--- src/rtl/core/cwpb_pkg.sv ---
// Types and constants shared by the census-weighted pixel blend modules.
`default_nettype none

package cwpb_pkg;

    localparam int PIX_W   = 20;
    localparam int OUT_W   = 16;
    localparam int COL_W   = 12;
    localparam int WIDTH_W = 13;
    localparam int DIV_W   = 4;
    localparam int CLAMP_W = 16;
    localparam int EXT_W   = 14;
    localparam int CFG_W   = 16;
    localparam int ADDR_W  = 2;

    // configuration register indexes
    localparam logic [ADDR_W-1:0] REG_IMAGE_WIDTH    = 2'd0;
    localparam logic [ADDR_W-1:0] REG_CENSUS_DIVISOR = 2'd1;
    localparam logic [ADDR_W-1:0] REG_CLAMP_LOW      = 2'd2;
    localparam logic [ADDR_W-1:0] REG_CLAMP_HIGH     = 2'd3;

    localparam logic [WIDTH_W-1:0] RST_IMAGE_WIDTH    = 13'd1920;
    localparam logic [DIV_W-1:0]   RST_CENSUS_DIVISOR = 4'd8;
    localparam logic [CLAMP_W-1:0] RST_CLAMP_LOW      = 16'd0;
    localparam logic [CLAMP_W-1:0] RST_CLAMP_HIGH     = 16'd255;

    localparam logic [DIV_W-1:0] DIV_MIN = 4'd8;
    localparam logic [DIV_W-1:0] DIV_MAX = 4'd9;

    localparam logic [1:0] ROWS_FULL = 2'd2;

    // queue between front and back
    localparam int Q_DEPTH = 4;
    localparam int QPTR_W  = 2;
    localparam int QCNT_W  = 3;

    // blend arithmetic widths
    localparam int N_W = PIX_W + 5;
    localparam int M_W = PIX_W + 1;
    localparam int P_W = M_W + PIX_W;

    // floor(m / 9) = (m * RECIP_K) >> RECIP_SHIFT, exact for m < 2**21
    localparam logic [PIX_W-1:0] RECIP_K     = 20'd932068;
    localparam int               RECIP_SHIFT = 23;

    typedef struct packed {
        logic [WIDTH_W-1:0] image_width;
        logic [DIV_W-1:0]   census_divisor;
        logic [CLAMP_W-1:0] clamp_low;
        logic [CLAMP_W-1:0] clamp_high;
    } cfg_t;

    // one line store entry: the two stored rows of both images at a column
    typedef struct packed {
        logic [PIX_W-1:0] f_mid;
        logic [PIX_W-1:0] f_top;
        logic [PIX_W-1:0] p_mid;
        logic [PIX_W-1:0] p_top;
    } line_pair_t;

    // one window column plus what the front decided about the item
    typedef struct packed {
        logic [PIX_W-1:0] p_top;
        logic [PIX_W-1:0] p_mid;
        logic [PIX_W-1:0] p_bot;
        logic [PIX_W-1:0] f_top;
        logic [PIX_W-1:0] f_mid;
        logic [PIX_W-1:0] f_bot;
        logic             emit;
        logic [COL_W-1:0] column;
        logic             row_end;
    } col_item_t;

endpackage

`default_nettype wire

--- src/rtl/core/cwpb_queue.sv ---
// Short queue of window columns between front and back.
`default_nettype none

module cwpb_queue
    import cwpb_pkg::*;
(
    input  wire logic      aclk,
    input  wire logic      aresetn,
    input  wire logic      push,
    input  wire col_item_t push_data,
    output logic           full,
    input  wire logic      pop,
    output col_item_t      pop_data,
    output logic           empty
);

    col_item_t          slot_reg [Q_DEPTH];
    logic [QPTR_W-1:0]  wr_ptr_reg;
    logic [QPTR_W-1:0]  rd_ptr_reg;
    logic [QCNT_W-1:0]  count_reg;

    assign full     = count_reg == QCNT_W'(Q_DEPTH);
    assign empty    = count_reg == '0;
    assign pop_data = slot_reg[rd_ptr_reg];

    always_ff @(posedge aclk) begin
        if (!aresetn) begin
            wr_ptr_reg <= '0;
            rd_ptr_reg <= '0;
            count_reg  <= '0;
        end else begin
            if (push) begin
                wr_ptr_reg <= wr_ptr_reg + QPTR_W'(1);
            end
            if (pop) begin
                rd_ptr_reg <= rd_ptr_reg + QPTR_W'(1);
            end
            if (push && !pop) begin
                count_reg <= count_reg + QCNT_W'(1);
            end else if (pop && !push) begin
                count_reg <= count_reg - QCNT_W'(1);
            end
        end
    end

    always_ff @(posedge aclk) begin
        if (push) begin
            slot_reg[wr_ptr_reg] <= push_data;
        end
    end

endmodule

`default_nettype wire

--- config.mk ---
export PLATFORM = sky130hd
export DESIGN_NAME = cwpb_queue
export DESIGN_NICKNAME = d
export VERILOG_FILES = /design/src/rtl/core/cwpb_pkg.sv /design/src/rtl/core/cwpb_queue.sv
export SDC_FILE = /design/constraint.sdc
export NUM_CORES = 1
export LEC_CHECK = 0
export BUFFER_PORTS_ARGS = -buffer_cell sky130_fd_sc_hd__buf_4
export CORE_UTILIZATION = 45
export DETAILED_ROUTE_END_ITERATION = 7
export HOLD_SLACK_MARGIN = 0.05
export PLACE_DENSITY = 0.69
export SLEW_MARGIN = 20
export SYNTH_ARGS = -nofsm -noshare
export SYNTH_HDL_FRONTEND = slang
export SYNTH_SLANG_ARGS = --single-unit
--- constraint.sdc ---
create_clock -name aclk -period 6.8 [get_ports aclk]
set_input_delay 1.02 -clock aclk [delete_from_list [all_inputs] [get_ports aclk]]
set_output_delay 1.02 -clock aclk [all_outputs]
set_load 0.02 [all_outputs]
# Yosys cells after proc, flatten, opt, wreduce, memory -nomap -nowiden
# Memory sizes are Yosys's and may differ from the RTL's. A register that Yosys moved wholly into a read port is not among the register bits.
# Cells that the tools add are included.
# word_totals
input_bits	138
ff_bits	7
output_inout_bits	136
memories	1
mem_bits_rw	536
# op_classes
reduce_logical	6
n_addsub	4
eq_ne	1
n_mux	6
# memory_table
name	words	width	read_ports	rd_ports_with_merged_regs	write_ports	line	source
slot_reg	4	134	1	1	1	cwpb_queue.sv:17	col_item_t slot_reg [Q_DEPTH];
# ops
op	n
3-bit 2-to-1 mux	2
2-bit by 1-bit adder with 2-bit output, second input constant	2
2-bit 2-to-1 mux	2
3-bit by 1-bit adder with 3-bit output, second input constant	1
3-bit equality test, second input constant	1
3-bit logical NOT	1
3-bit by 1-bit subtractor with 3-bit output, second input constant	1
1-bit logical AND	2
1-bit logical NOT	2
1-bit 2-to-1 mux	2
2-bit nonzero test	1

# Depth between registers and ports, before layout
# depth
depth_word	4
mapped_depth	7
ltp_nobuf	7

# Worst setup path after synthesis
# OpenSTA, ideal clock, no wires.
# synth_timing
path_kind	input-to-reg
startpoint	input port push
endpoint	memory slot_reg[0][0] (netlist bit), enable pin
stages	1
required_ns	6.291
path_slack_ns	2.205
n_path_buf	0
arrival_ns	4.087
cell_sequence	and2_1
# synth_between
elab_chain_len	2
# synth_rtl
item	line	source
from (decl)	cwpb_queue.sv:9	input wire logic push,
1-bit 2-to-1 mux	cwpb_queue.sv:47	if (push) begin
1-bit 2-to-1 mux (not written as such)	cwpb_queue.sv:48	slot_reg[wr_ptr_reg] <= push_data;
to (decl)	cwpb_queue.sv:17	
# No other way between the ends.

==> impl_results.html <==
<table>
<tr><th>Metric</th><th>Value</th></tr>
<tr><th colspan="2">Run status</th></tr>
<tr><td>Run status</td><td>complete, no violations</td></tr>
<tr><th colspan="2">Clock tree</th></tr>
<tr><td>Maximum number of buffers from clock root to sink</td><td>3</td></tr>
<tr><td>CTS tree</td><td>built</td></tr>
<tr><td>Number of clock buffers inserted by TritonCTS</td><td>55</td></tr>
<tr><td>Post-CTS clock slew at the launch and capture registers of the worst setup and hold paths</td><td>0.06 ns</td></tr>
<tr><td>Count of hold buffers inserted by post-cts repair</td><td>0</td></tr>
<tr><td>Buffers inserted during post-CTS setup optimization</td><td>0</td></tr>
<tr><td>Latest clock arrival within the worst-skew pair</td><td>0.58 ns</td></tr>
<tr><td>CTS Sinks</td><td>545</td></tr>
<tr><td>Level count of the clock H-tree</td><td>2</td></tr>
<tr><td>Clock Tree Root</td><td>sky130_fd_sc_hd__clkbuf_16</td></tr>
<tr><td>Number of gates resized after CTS</td><td>0</td></tr>
<tr><th colspan="2">Floorplanning</th></tr>
<tr><td>Horizontal die dimension</td><td>211 um</td></tr>
<tr><td>Area enclosed by the die boundary</td><td>44,700 um^2</td></tr>
<tr><td>Core Box Area</td><td>43,200 um^2</td></tr>
<tr><td>Site Rows</td><td>76</td></tr>
<tr><td>Effective utilization at floorplan</td><td>0.457</td></tr>
<tr><td>Boundary Pins</td><td>274</td></tr>
<tr><td>Die height</td><td>211 um</td></tr>
<tr><th colspan="2">Drt</th></tr>
<tr><td>Routed wire length per instance</td><td>21.4 um</td></tr>
<tr><td>Vias post-DR</td><td>8,640</td></tr>
<tr><td>Via count normalized by instance count</td><td>5.14</td></tr>
<tr><td>Post-DRT Antenna Nets</td><td>0</td></tr>
<tr><td>First drt pass iteration count</td><td>4</td></tr>
<tr><td>Final routed DRC violation total</td><td>0</td></tr>
<tr><td>Total detailed-routing wirelength</td><td>35,900 um</td></tr>
<tr><td>Violation count after the first detailed-routing iteration</td><td>497</td></tr>
<tr><th colspan="2">Layout</th></tr>
<tr><td>Synthesis-to-finish area growth</td><td>22.5%</td></tr>
<tr><td>FF+latch area</td><td>16,300 um^2</td></tr>
<tr><td>Post-Route Utilization</td><td>0.560</td></tr>
<tr><td>Most common library cell in the layout ignoring fill and taps</td><td>sky130_fd_sc_hd__edfxtp_1</td></tr>
<tr><td>Filler Cell Count</td><td>3,226</td></tr>
<tr><td>Max FFs per register</td><td>536</td></tr>
<tr><td>Most used cells in the layout excluding fill and tap cells</td><td>sky130_fd_sc_hd__edfxtp_1 (536), sky130_fd_sc_hd__buf_4 (278), sky130_fd_sc_hd__mux4_2 (134)</td></tr>
<tr><td>Share of final-layout standard cells stronger than drive strength 1</td><td>0.450</td></tr>
<tr><td>Number of inserted diodes</td><td>0</td></tr>
<tr><td>Final design instance area without fill</td><td>24,200 um^2</td></tr>
<tr><td>Area of the multi-input gates</td><td>3280 um^2</td></tr>
<tr><td>Net count reported at finish</td><td>1,196</td></tr>
<tr><th colspan="2">STA</th></tr>
<tr><td>RSZ-0062 raised after global routing</td><td>no</td></tr>
<tr><td>Transition time at the pin with the least slew margin</td><td>1.05 ns</td></tr>
<tr><td>Setup skew after layout</td><td>0.00957 ns</td></tr>
<tr><td>Final Hold Slack</td><td>0.556 ns</td></tr>
<tr><td>Achievable Freq</td><td>272 MHz</td></tr>
<tr><td>Period utilisation layout</td><td>0.541</td></tr>
<tr><td>Worst max-slew margin expressed relative to the limit</td><td>0.301</td></tr>
<tr><td>Final worst slack</td><td>3.12 ns</td></tr>
<tr><td>Final critical path time including I/O delays and setup</td><td>3.68 ns</td></tr>
<tr><td>Setup_tns</td><td>0 ns</td></tr>
<tr><td>Final Slew Violations</td><td>0</td></tr>
<tr><td>Final setup fails</td><td>0</td></tr>
<tr><td>Hold violation total from the final report</td><td>0</td></tr>
<tr><th colspan="2">Synth</th></tr>
<tr><td>Post-synthesis share of cell area spent on and, or, nand and nor gates</td><td>0.00462</td></tr>
<tr><td>Share of synthesized area occupied by flip-flops and latches</td><td>0.824</td></tr>
<tr><td>Main combinational cell family by area after synthesis</td><td>multiplexers</td></tr>
<tr><td>Share of the synthesized area in compound gates (AO/OA/AOI/OAI)</td><td>0.000634</td></tr>
<tr><td>Synthesized-area fraction occupied by xor and xnor cells</td><td>0.00222</td></tr>
<tr><td>Post-synthesis adder-cell area fraction</td><td>0.00418</td></tr>
<tr><td>Proportion of synthesized area in mux cells</td><td>0.154</td></tr>
<tr><td>Count of distinct cell types in the synthesized netlist</td><td>20</td></tr>
<tr><td>Mean Syn Cell Area</td><td>26.6 um^2</td></tr>
<tr><td>Top flip-flop cell by instance count after synthesis</td><td>sky130_fd_sc_hd__edfxtp_1</td></tr>
<tr><td>Synthesized instance count</td><td>743</td></tr>
<tr><td>Number of enable-type register cells in the synthesized netlist</td><td>536</td></tr>
<tr><td>Post-synthesis instance area</td><td>19,800 um^2</td></tr>
<tr><td>Cell taking the most area after synthesis</td><td>sky130_fd_sc_hd__edfxtp_1</td></tr>
<tr><td>Share of async-settable or async-resettable flops after synthesis</td><td>0</td></tr>
<tr><td>Synth top area cells</td><td>sky130_fd_sc_hd__edfxtp_1 (81%), sky130_fd_sc_hd__mux4_2 (15%), sky130_fd_sc_hd__dfxtp_1 (0.91%)</td></tr>
<tr><td>Yosys top cell area share</td><td>0.815</td></tr>
<tr><td>Number of nets produced by synthesis</td><td>887</td></tr>
<tr><td>Count of state elements after synthesis</td><td>545</td></tr>
<tr><td>Synth warnings</td><td>0</td></tr>
<tr><th colspan="2">Setup path</th></tr>
<tr><td>Flop-to-flop setup slack</td><td>4.29 ns</td></tr>
<tr><td>Sort of element at the start of the critical path</td><td>register</td></tr>
<tr><td>R2R Path End</td><td>slot_reg[3][105]</td></tr>
<tr><td>Worst-case reg-to-reg path depth</td><td>3</td></tr>
<tr><td>Crit path kind</td><td>reg -&gt; out</td></tr>
<tr><td>Kind of capture point of the worst setup path</td><td>primary output</td></tr>
<tr><td>Critical path data required time</td><td>5.78 ns</td></tr>
<tr><td>Critical-path maximum fanout</td><td>87</td></tr>
<tr><td>RR Startpoint</td><td>wr_ptr_reg[0]</td></tr>
<tr><td>Data arrival, critical path</td><td>2.66 ns</td></tr>
<tr><th colspan="2">GRT</th></tr>
<tr><td>Global-route wire length before repair</td><td>54,300 um</td></tr>
<tr><td>GR Util All Layers</td><td>0.163</td></tr>
<tr><td>Global-route congestion overflow total</td><td>0</td></tr>
<tr><td>Number of global-route vias before repair</td><td>9,183</td></tr>
<tr><td>Number of antenna violations at the first check in global routing</td><td>2</td></tr>
<tr><td>Maximum number of pins on one net before global-route repair</td><td>118</td></tr>
<tr><th colspan="2">Power and ir drop</th></tr>
<tr><td>Power Density</td><td>316 nW/um^2</td></tr>
<tr><td>P_leak</td><td>0.00808 uW</td></tr>
<tr><td>Max VDD drop</td><td>0.000236 V</td></tr>
<tr><td>Net switching fraction of the power</td><td>0.222</td></tr>
<tr><td>Clk pwr share</td><td>0.374</td></tr>
<tr><td>Share of power burned in registers</td><td>0.512</td></tr>
<tr><td>Sw power</td><td>1700 uW</td></tr>
<tr><td>Part of the power in combinational logic</td><td>0.114</td></tr>
<tr><td>Pint</td><td>5940 uW</td></tr>
<tr><th colspan="2">Run</th></tr>
<tr><td>Number of max-capacitance violations reported</td><td>0</td></tr>
<tr><th colspan="2">Worst hold path</th></tr>
<tr><td>Class of the tightest hold or removal check</td><td>reg -&gt; reg</td></tr>
<tr><td>Hold Path Depth</td><td>2</td></tr>
<tr><td>Endpoint, Worst Hold</td><td>wr_ptr_reg[1]</td></tr>
<tr><td>Worst hold start</td><td>wr_ptr_reg[1]</td></tr>
<tr><th colspan="2">Placement</th></tr>
<tr><td>Worst setup timing slack at the placement stage</td><td>3.62 ns</td></tr>
<tr><td>RePlAce Congestion</td><td>0.708</td></tr>
<tr><td>Port buffer count</td><td>273</td></tr>
<tr><td>Placed wire-length estimate</td><td>20,600 um</td></tr>
<tr><td>Placed cell areas</td><td>22,500 um^2</td></tr>
</table>
[how the worst max path moves through the flow]
stage	start	endpoint	slack [ns]
5_1_grt	register	pop_data[81]	2.96
3_5_place_dp	push	slot_reg[3][100]	3.62
4_1_cts	register	pop_data[81]	3.04
2_1_floorplan	push	slot_reg[0][0]	2.20
6_report	register	pop_data[86]	3.12
3_3_place_gp	push	slot_reg[2][105]	3.65
[layer usage]
| layer | global-route usage | share of wire | vias to the layer above |
|---|---|---|---|
| li1 | - | - | 3847 |
| met1 | 0.207 | 0.40 | 4495 |
| met2 | 0.263 | 0.50 | 241 |
| met3 | 0.0579 | 0.085 | 53 |
| met4 | 0.0512 | 0.018 | 4 |
| met5 | 0 | 0.00070 | - |
[synthesized netlist by cell type (2+ instances only)]
| cell | count |
|---|---|
| sky130_fd_sc_hd__buf_6 | 8 |
| sky130_fd_sc_hd__mux2i_1 | 2 |
| sky130_fd_sc_hd__xor2_1 | 3 |
| sky130_fd_sc_hd__ha_1 | 5 |
| sky130_fd_sc_hd__and2_1 | 9 |
| sky130_fd_sc_hd__buf_2 | 15 |
| sky130_fd_sc_hd__edfxtp_1 | 536 |
| sky130_fd_sc_hd__dfxtp_1 | 9 |
| sky130_fd_sc_hd__clkbuf_1 | 7 |
| sky130_fd_sc_hd__xnor2_1 | 2 |
| sky130_fd_sc_hd__inv_1 | 4 |
| sky130_fd_sc_hd__mux4_2 | 134 |
| sky130_fd_sc_hd__nor2b_1 | 2 |
[power by group through the flow]
stage	Clock (uW)	Sequential [uW]	Combinational [uW]
detailed placement	0	3980	889
CTS	2940	3910	893
global placement	0	3970	885
global route	3050	3920	931
finish	2860	3910	871
floorplan	0	3970	518
[worst max-delay path, cell delays in order (launching register included)]
cell,delay [ns]
sky130_fd_sc_hd__dfxtp_4,0.82
sky130_fd_sc_hd__buf_12,0.47
sky130_fd_sc_hd__mux4_2,0.43
sky130_fd_sc_hd__buf_4,0.18
[final cells by class]
cell class	instances	share of cell area
Sequential cell	545	0.673
Clock inverter	30	0.0115
Inverter	4	0.000621
Tap cell	585	0.0303
Clock buffer	72	0.0595
Multi-Input combinational cell	164	0.135
Timing Repair Buffer	282	0.0896
[stage by stage]
stage          total power, uW  instances
4_1_cts                   7740       1682
3_5_place_dp              4870       1580
6_report                  7640       1682
2_1_floorplan             4490        743
3_3_place_gp              4860       1580
5_1_grt                   7900       1682
[kinds of logic (layout without fill, tap and decap cells)]
kind of cell	Yosys count	count (layout)
simple gates	15	15
compound gates	2	2
flops	545	545
mux	136	136
fa+ha+maj	6	6
xor+xnor	5	5
buf+inv	34	388
Note: power is estimated with default switching activity, not from simulation.
