`src/rtl/core/cwpb_pkg.sv`:
```
// Types and constants shared by the census-weighted pixel blend modules.
`default_nettype none

package cwpb_pkg;

    localparam int PIX_W   = 20;
    localparam int OUT_W   = 16;
    localparam int COL_W   = 12;
    localparam int WIDTH_W = 13;
    localparam int DIV_W   = 4;
    localparam int CLAMP_W = 16;
    localparam int EXT_W   = 14;
    localparam int CFG_W   = 16;
    localparam int ADDR_W  = 2;

    // configuration register indexes
    localparam logic [ADDR_W-1:0] REG_IMAGE_WIDTH    = 2'd0;
    localparam logic [ADDR_W-1:0] REG_CENSUS_DIVISOR = 2'd1;
    localparam logic [ADDR_W-1:0] REG_CLAMP_LOW      = 2'd2;
    localparam logic [ADDR_W-1:0] REG_CLAMP_HIGH     = 2'd3;

    localparam logic [WIDTH_W-1:0] RST_IMAGE_WIDTH    = 13'd1920;
    localparam logic [DIV_W-1:0]   RST_CENSUS_DIVISOR = 4'd8;
    localparam logic [CLAMP_W-1:0] RST_CLAMP_LOW      = 16'd0;
    localparam logic [CLAMP_W-1:0] RST_CLAMP_HIGH     = 16'd255;

    localparam logic [DIV_W-1:0] DIV_MIN = 4'd8;
    localparam logic [DIV_W-1:0] DIV_MAX = 4'd9;

    localparam logic [1:0] ROWS_FULL = 2'd2;

    // queue between front and back
    localparam int Q_DEPTH = 4;
    localparam int QPTR_W  = 2;
    localparam int QCNT_W  = 3;

    // blend arithmetic widths
    localparam int N_W = PIX_W + 5;
    localparam int M_W = PIX_W + 1;
    localparam int P_W = M_W + PIX_W;

    // floor(m / 9) = (m * RECIP_K) >> RECIP_SHIFT, exact for m < 2**21
    localparam logic [PIX_W-1:0] RECIP_K     = 20'd932068;
    localparam int               RECIP_SHIFT = 23;

    typedef struct packed {
        logic [WIDTH_W-1:0] image_width;
        logic [DIV_W-1:0]   census_divisor;
        logic [CLAMP_W-1:0] clamp_low;
        logic [CLAMP_W-1:0] clamp_high;
    } cfg_t;

    // one line store entry: the two stored rows of both images at a column
    typedef struct packed {
        logic [PIX_W-1:0] f_mid;
        logic [PIX_W-1:0] f_top;
        logic [PIX_W-1:0] p_mid;
        logic [PIX_W-1:0] p_top;
    } line_pair_t;

    // one window column plus what the front decided about the item
    typedef struct packed {
        logic [PIX_W-1:0] p_top;
        logic [PIX_W-1:0] p_mid;
        logic [PIX_W-1:0] p_bot;
        logic [PIX_W-1:0] f_top;
        logic [PIX_W-1:0] f_mid;
        logic [PIX_W-1:0] f_bot;
        logic             emit;
        logic [COL_W-1:0] column;
        logic             row_end;
    } col_item_t;

endpackage

`default_nettype wire

```
`src/rtl/core/cwpb_back.sv`:
```
// Back: 3x3 windows, census mismatch count, weighted blend, rounding and clamp.
`default_nettype none

module cwpb_back
    import cwpb_pkg::*;
(
    input  wire logic             aclk,
    input  wire logic             aresetn,
    input  wire cfg_t             cfg,
    input  wire logic             q_empty,
    output logic                  q_pop,
    input  wire col_item_t        q_data,
    output logic                  m_tvalid,
    input  wire logic             m_tready,
    output logic [OUT_W-1:0]      m_blended,
    output logic [COL_W-1:0]      m_column,
    output logic                  m_row_end
);

    // quotient reaches 65536 when both centres sit near full scale
    localparam int Q_W = OUT_W + 1;

    logic [PIX_W-1:0] pwin_reg [9];
    logic [PIX_W-1:0] fwin_reg [9];
    logic             wv_vld_reg;
    logic [COL_W-1:0] wv_col_reg;
    logic             wv_end_reg;

    logic             s1_vld_reg;
    logic [3:0]       s1_h_reg;
    logic [PIX_W-1:0] s1_cp_reg;
    logic [PIX_W-1:0] s1_cf_reg;
    logic [COL_W-1:0] s1_col_reg;
    logic             s1_end_reg;

    logic             s2_vld_reg;
    logic [N_W-1:0]   s2_n_reg;
    logic [COL_W-1:0] s2_col_reg;
    logic             s2_end_reg;

    logic             s3_vld_reg;
    logic [M_W-1:0]   s3_m_reg;
    logic [COL_W-1:0] s3_col_reg;
    logic             s3_end_reg;

    logic             s4_vld_reg;
    logic [Q_W-1:0]   s4_q_reg;
    logic [COL_W-1:0] s4_col_reg;
    logic             s4_end_reg;

    logic             out_vld_reg;
    logic [OUT_W-1:0] out_pix_reg;
    logic [COL_W-1:0] out_col_reg;
    logic             out_end_reg;

    logic             adv;
    logic [3:0]       h;
    logic [DIV_W-1:0] d_sat;
    logic [N_W-1:0]   n_next;
    logic [M_W-1:0]   m_next;
    logic [P_W-1:0]   recip_prod;
    logic [Q_W-1:0]   q_next;
    logic [OUT_W-1:0] hi_lim;
    logic [OUT_W-1:0] pix_next;

    assign adv   = !out_vld_reg || m_tready;
    assign q_pop = adv && !q_empty;

    // window shift, one column per popped item
    always_ff @(posedge aclk) begin
        if (q_pop) begin
            for (int r = 0; r < 3; r++) begin
                pwin_reg[r*3]   <= pwin_reg[r*3+1];
                pwin_reg[r*3+1] <= pwin_reg[r*3+2];
                fwin_reg[r*3]   <= fwin_reg[r*3+1];
                fwin_reg[r*3+1] <= fwin_reg[r*3+2];
            end
            pwin_reg[2] <= q_data.p_top;
            pwin_reg[5] <= q_data.p_mid;
            pwin_reg[8] <= q_data.p_bot;
            fwin_reg[2] <= q_data.f_top;
            fwin_reg[5] <= q_data.f_mid;
            fwin_reg[8] <= q_data.f_bot;
        end
    end

    always_comb begin
        h = 4'd0;
        for (int k = 0; k < 9; k++) begin
            if (k != 4) begin
                h = h + 4'((pwin_reg[k] < pwin_reg[4]) ^ (fwin_reg[k] < fwin_reg[4]));
            end
        end
    end

    assign d_sat = (cfg.census_divisor < DIV_MIN) ? DIV_MIN :
                   (cfg.census_divisor > DIV_MAX) ? DIV_MAX : cfg.census_divisor;

    assign n_next = N_W'(s1_h_reg) * N_W'(s1_cp_reg)
                  + N_W'(d_sat - s1_h_reg) * N_W'(s1_cf_reg);

    assign m_next = M_W'((s2_n_reg + (N_W'(d_sat) << 3)) >> 4);

    assign recip_prod = P_W'(s3_m_reg) * P_W'(RECIP_K);
    assign q_next     = (d_sat == DIV_MAX) ? Q_W'(recip_prod >> RECIP_SHIFT)
                                           : Q_W'(s3_m_reg >> 3);

    assign hi_lim   = (s4_q_reg > Q_W'(cfg.clamp_high)) ? cfg.clamp_high
                                                        : OUT_W'(s4_q_reg);
    assign pix_next = (hi_lim < cfg.clamp_low) ? cfg.clamp_low : hi_lim;

    always_ff @(posedge aclk) begin
        if (!aresetn) begin
            wv_vld_reg  <= 1'b0;
            s1_vld_reg  <= 1'b0;
            s2_vld_reg  <= 1'b0;
            s3_vld_reg  <= 1'b0;
            s4_vld_reg  <= 1'b0;
            out_vld_reg <= 1'b0;
        end else if (adv) begin
            wv_vld_reg  <= q_pop && q_data.emit;
            s1_vld_reg  <= wv_vld_reg;
            s2_vld_reg  <= s1_vld_reg;
            s3_vld_reg  <= s2_vld_reg;
            s4_vld_reg  <= s3_vld_reg;
            out_vld_reg <= s4_vld_reg;
        end
    end

    always_ff @(posedge aclk) begin
        if (adv) begin
            wv_col_reg  <= q_data.column;
            wv_end_reg  <= q_data.row_end;
            s1_h_reg    <= h;
            s1_cp_reg   <= pwin_reg[4];
            s1_cf_reg   <= fwin_reg[4];
            s1_col_reg  <= wv_col_reg;
            s1_end_reg  <= wv_end_reg;
            s2_n_reg    <= n_next;
            s2_col_reg  <= s1_col_reg;
            s2_end_reg  <= s1_end_reg;
            s3_m_reg    <= m_next;
            s3_col_reg  <= s2_col_reg;
            s3_end_reg  <= s2_end_reg;
            s4_q_reg    <= q_next;
            s4_col_reg  <= s3_col_reg;
            s4_end_reg  <= s3_end_reg;
            out_pix_reg <= pix_next;
            out_col_reg <= s4_col_reg;
            out_end_reg <= s4_end_reg;
        end
    end

    assign m_tvalid  = out_vld_reg;
    assign m_blended = out_pix_reg;
    assign m_column  = out_col_reg;
    assign m_row_end = out_end_reg;

endmodule

`default_nettype wire

```
`config.mk`:
```
export PLATFORM = sky130hd
export DESIGN_NAME = cwpb_back
export DESIGN_NICKNAME = d
export VERILOG_FILES = /design/src/rtl/core/cwpb_pkg.sv /design/src/rtl/core/cwpb_back.sv
export SDC_FILE = /design/constraint.sdc
export NUM_CORES = 2
export LEC_CHECK = 0
export ABC_AREA = 1
export BUFFER_PORTS_ARGS = -buffer_cell sky130_fd_sc_hd__buf_2
export CAP_MARGIN = 20
export CORE_MARGIN = 3
export CORE_UTILIZATION = 60
export CTS_BUF_LIST = sky130_fd_sc_hd__clkbuf_8 sky130_fd_sc_hd__clkbuf_16
export DETAILED_ROUTE_END_ITERATION = 7
export PLACE_DENSITY = 0.84
export SKIP_LAST_GASP = 1
export SLEW_MARGIN = 20
export SYNTH_ARGS = -nofsm -noshare
export SYNTH_HDL_FRONTEND = slang
export SYNTH_SLANG_ARGS = --single-unit
```
`constraint.sdc`:
```
create_clock -name aclk -period 52.9 [get_ports aclk]
set_clock_uncertainty 0.2 [all_clocks]
set_input_delay 10.58 -clock aclk [delete_from_list [all_inputs] [get_ports aclk]]
set_output_delay 10.58 -clock aclk [all_outputs]
set_load 0.03 [all_outputs]
```
# Word level (Yosys, flattened, before mapping)
# Memories as Yosys holds them, arrays and structs flattened.
# Cells that the tools add are included.
[word_totals]
register_bits = 207
ram_bits = 360
inputBits = 187
out_inout_bits = 31
wordCells = 81
memories = 2
[classes]
addsub = 10
multipliers = 3
n_lt_le_gt_ge = 20
eq_ne = 1
muxes = 7
bitwise_logic = 8
n_reduce_logical = 5
[mem_list]
columns = ["memory", "words", "width", "rd", "rd_ports_with_merged_regs", "write_ports", "line_no", "text"]
rows = [
  ["fwin_reg", 9, 20, 9, 0, 9, "cwpb_back.sv:24", "logic [PIX_W-1:0] fwin_reg [9];"],
  ["pwin_reg", 9, 20, 9, 0, 9, "cwpb_back.sv:23", "logic [PIX_W-1:0] pwin_reg [9];"],
]
[op_table]
columns = ["op", "n"]
rows = [
  ["$lt A20 B20 Y1", 16],
  ["$mul A21 B18 Y38 const B", 1],
  ["$mux W16", 2],
  ["$add A24 B25 Y25", 1],
  ["$add A25 B7 Y25", 1],
  ["$mul A5 B21 Y25", 1],
  ["$mul A4 B20 Y24", 1],
  ["$gt A17 B16 Y1", 1],
  ["$mux W17", 1],
  ["$add A4 B1 Y4", 4],
  ["$lt A16 B16 Y1", 1],
  ["$mux W4", 2],
  ["$xor A1 B1 Y1", 8],
  ["$sub A4 B4 Y5", 1],
  ["$add A3 B1 Y4", 1],
  ["$eq A4 B4 Y1 const B", 1],
  ["$gt A4 B4 Y1 const B", 1],
  ["$lt A4 B4 Y1 const B", 1],
  ["$add A2 B1 Y3", 1],
  ["$add A1 B1 Y2", 1],
  ["$logic_and A1 B1 Y1", 2],
  ["$logic_not A1 Y1", 2],
  ["$mux W1", 2],
  ["$logic_or A1 B1 Y1", 1],
]

# Longest topological paths before layout
# An unclocked memory read counts as a cell.
[depth]
depth_word = 10
ltp_mapped = 33
ltp_nobuf = 30

# Worst setup path after synthesis
# OpenSTA, ideal clock, no wires.
[synth_timing]
kind = "input to output"
startpoint = "input port m_tready"
endpoint = "output port q_pop"
t_arrival_ns = 25.965
t_required_ns = 42.120
path_slack_ns = 16.155
stages = 2
path_buffers = 0
path_cell_list = "nor2_1 > nor2_1"
[synth_between]
elab_chain_cells = 2
[synth_rtl]
columns = ["item", "line_no", "text"]
rows = [
  ["start, declared", "cwpb_back.sv:14", "input wire logic m_tready,"],
  ["$logic_or A1 B1 Y1", "cwpb_back.sv:66", "assign adv = !out_vld_reg || m_tready;"],
  ["$logic_and A1 B1 Y1", "cwpb_back.sv:67", "assign q_pop = adv && !q_empty;"],
  ["end, declared", "cwpb_back.sv:11", "output logic q_pop,"],
]
# No other way between the ends.

# Worst setup path after layout
# Same ends and word-level chain as after synthesis.

==> qor_table.md <==
| Result | Reported | Unit |
|---|---|---|
| Final WL | 77820 | um |
| Num CTS Buffers | 57 | - |
| Fin. Hold Viols | 0 | - |
| Final net count | 4417 | - |
| Number of synthesized flops with an enable pin | 558 | - |
| Outcome | finished, final reports clean | - |
| Startpoint type of the worst setup path | input port | - |
| Clock root buffer master | sky130_fd_sc_hd__clkbuf_16 | - |
| #FFs+latches synth | 564 | - |
| Wire length of the first global-routing pass | 125300 | um |
| Number of max-slew violations in the final report | 0 | - |
| Number of design rule violations left after detail routing | 0 | - |
| Met3 demand-to-capacity share in global routing | 3.111 | % |
| Clk pin slew, worst setup/hold paths | 60 | ps |
| Top cells by area in the synthesized netlist | sky130_fd_sc_hd__edfxtp_1 (45%), sky130_fd_sc_hd__ha_1 (18%), sky130_fd_sc_hd__fa_1 (13%) | - |
| Iteration-0 DRC count of the detailed router | 1741 | - |
| Sequential area share after synthesis | 45.83 | % |
| H-Tree Level Count | 2 | - |
| Worst slack after detailed placement | 30100 | ps |
| GRT busiest layer | met2 | - |
| Kind of path behind the tightest hold check | reg2reg | - |
| Total negative slack for setup checks | 0 | ps |
| Insertion delay of the later-clocked pin in the worst-skew pair | 630 | ps |
| Worst Tran Pin Value | 1011 | ps |
| Post-layout worst setup margin | 30120 | ps |
| Min cycle time layout | 22780 | ps |
| Hold_buf cts | 0 | - |
| Worst slew slack as a fraction of its limit | 31.71 | % |
| Synth top cells by count | sky130_fd_sc_hd__edfxtp_1 (558), sky130_fd_sc_hd__ha_1 (544), sky130_fd_sc_hd__inv_1 (516) | - |
| Mapped cell area | 36830 | sq um |
| Top-area cell type share of the netlist area | 45.50 | % |
| Maximum fanout count along the critical path | 57 | - |
| Clock net sink count | 564 | - |
| Critical path endpoint category | output pin | - |
| Core Util, Final | 67.12 | % |
| Critical path required time | 42120 | ps |
| Layout overhead on the synthesized area | 10.42 | % |
| Clock Path Buffers | 3 | - |
| Count of distinct cell types in the synthesized netlist | 51 | - |
| Total iterations of the first detailed-routing run | 6 | - |
| DP Wirelength | 59290 | um |
| Worst hold slack after final layout | 213.8 | ps |
| Post-Syn Instances | 3193 | - |
| Number of antenna-violating nets in the routed design | 0 | - |
| Die H | 253.7 | um |
| Setup violations, final | 0 | - |
| Global routing met1 resource utilization | 29.95 | % |
| Via density per instance | 5.649 | - |
| RSZ-0062 raised after global routing | false | - |
| Total die area | 64390 | sq um |
| Primary FF master, synth | sky130_fd_sc_hd__edfxtp_1 | - |
| Fraction of layout instances using a drive strength above 1 | 9.507 | % |
| Routability-driven placement congestion ratio | 0.9090 | - |
| Most instantiated library cell after synthesis | sky130_fd_sc_hd__edfxtp_1 | - |
| Avg Synthesized Cell Area | 11.53 | sq um |
| CTS tree | done | - |
| Antenna violations before repair | 0 | - |
| Num rows | 90 | - |
| Met2 demand-to-capacity share in global routing | 44.70 | % |
| Post-route fraction of the period consumed by the critical path | 43.07 | % |
| Starting density of the core | 60.79 | % |
| Die span in x | 253.7 | um |
| Global routing usage summed across all routing layers | 24.63 | % |
| Total grt overflow | 0 | - |
| Signal arrival time at the worst endpoint | 12000 | ps |
| Io pins | 218 | - |
| Routed WL per cell | 18.21 | um |
| Vias in the first global route | 25230 | - |
| Post-cts sizing count | 0 | - |
| N_diodes | 0 | - |
| Synth warn | 0 | - |
| Largest net degree at the start of global routing | 117 | - |
| Share of synthesized flip-flops with an asynchronous set or reset | 0 | % |
| Peak Freq | 43.89 | MHz |
| Most area-hungry cell type in the Yosys netlist | sky130_fd_sc_hd__edfxtp_1 | - |
| Port bufs | 204 | - |
| Maximum capacitance violations | 0 | - |
| Area of the core region | 60580 | sq um |
| Category of the most critical setup path | in2out | - |
| Via Count | 24150 | - |
| Setup Fix Bufs, Post-CTS | 0 | - |
-- layout make-up --
type | instances | area (sq um)
clock buffer | 57 | 1426
timing repair buffer | 218 | 1150
fill | 4249 | 19920
tap | 782 | 978.4
inverter | 518 | 1952
sequential | 564 | 16880
clock inverter | 45 | 354.1
multi-input combinational | 2090 | 17930
-- worst paths after layout --
check / from / endpoint / slack, ps / cells past startpoint
max: m_tready / q_pop / 30120 / 5
max reg2reg: s1_h_reg[1] / s2_n_reg[22] / 45490 / 28
min: s3_col_reg[11] / s4_col_reg[11] / 210 / 0
min reg2reg: s3_col_reg[11] / s4_col_reg[11] / 210 / 0
-- worst max-delay path, stage by stage --
cell and delay (ps):
sky130_fd_sc_hd__buf_2 90, sky130_fd_sc_hd__nor2_1 630, sky130_fd_sc_hd__nor2_4 10, sky130_fd_sc_hd__buf_4 350, sky130_fd_sc_hd__buf_2 290
-- metal layers --
layer / share of wire [%] / vias up / routed length (um)
met2: 52 / 814 / 40220
met3: 5.4 / 177 / 4180
met4: 4.1 / 0 / 3173
li1: - / 11450 / -
met5: 0 / - / 0
met1: 39 / 11700 / 30250
-- per-stage QoR --
stage	std cells	instance area [sq um]
floorplan	3199	36850
global placement	4171	38850
detailed placement	4171	38850
CTS	4273	40630
global route	4274	40660
finish	4274	40660
-- placed cells by master, fill, tap and decap left out, types with 4 or more instances in the layout --
cell	n
sky130_fd_sc_hd__a2111oi_0	6
sky130_fd_sc_hd__a211oi_1	13
sky130_fd_sc_hd__a21boi_0	4
sky130_fd_sc_hd__a21o_1	11
sky130_fd_sc_hd__a21oi_1	204
sky130_fd_sc_hd__a221oi_1	4
sky130_fd_sc_hd__a31oi_1	11
sky130_fd_sc_hd__buf_2	204
sky130_fd_sc_hd__buf_4	12
sky130_fd_sc_hd__clkbuf_16	57
sky130_fd_sc_hd__clkinv_1	11
sky130_fd_sc_hd__clkinv_2	9
sky130_fd_sc_hd__clkinv_4	4
sky130_fd_sc_hd__conb_1	8
sky130_fd_sc_hd__dfxtp_1	6
sky130_fd_sc_hd__edfxtp_1	558
sky130_fd_sc_hd__fa_1	237
sky130_fd_sc_hd__ha_1	544
sky130_fd_sc_hd__inv_1	524
sky130_fd_sc_hd__inv_6	5
sky130_fd_sc_hd__nand2_1	464
sky130_fd_sc_hd__nand2_2	4
sky130_fd_sc_hd__nand3_1	70
sky130_fd_sc_hd__nand4_1	47
sky130_fd_sc_hd__nor2_1	200
sky130_fd_sc_hd__nor2_2	4
sky130_fd_sc_hd__nor3_1	15
sky130_fd_sc_hd__nor4_1	7
sky130_fd_sc_hd__o211ai_1	9
sky130_fd_sc_hd__o21a_1	17
sky130_fd_sc_hd__o21ai_0	99
sky130_fd_sc_hd__o21bai_1	7
sky130_fd_sc_hd__o221a_2	6
sky130_fd_sc_hd__o311ai_0	7
sky130_fd_sc_hd__or2_2	6
sky130_fd_sc_hd__xnor2_1	36
sky130_fd_sc_hd__xor2_1	24
-- cell families after synthesis --
family	count (synthesis)	synth area share (%)
and+or+nand+nor	826	9.275
adders and majority gates	781	31.37
DFF	564	45.83
buffers and inverters	545	5.589
AOI/OAI and AO/OA	415	6.496
xor gates and xnor gates	60	1.427
other	2	0.02039
Power is left out: the tool's default activity adds up to more than one toggle a clock period on the data nets, which glitch-free logic cannot reach.
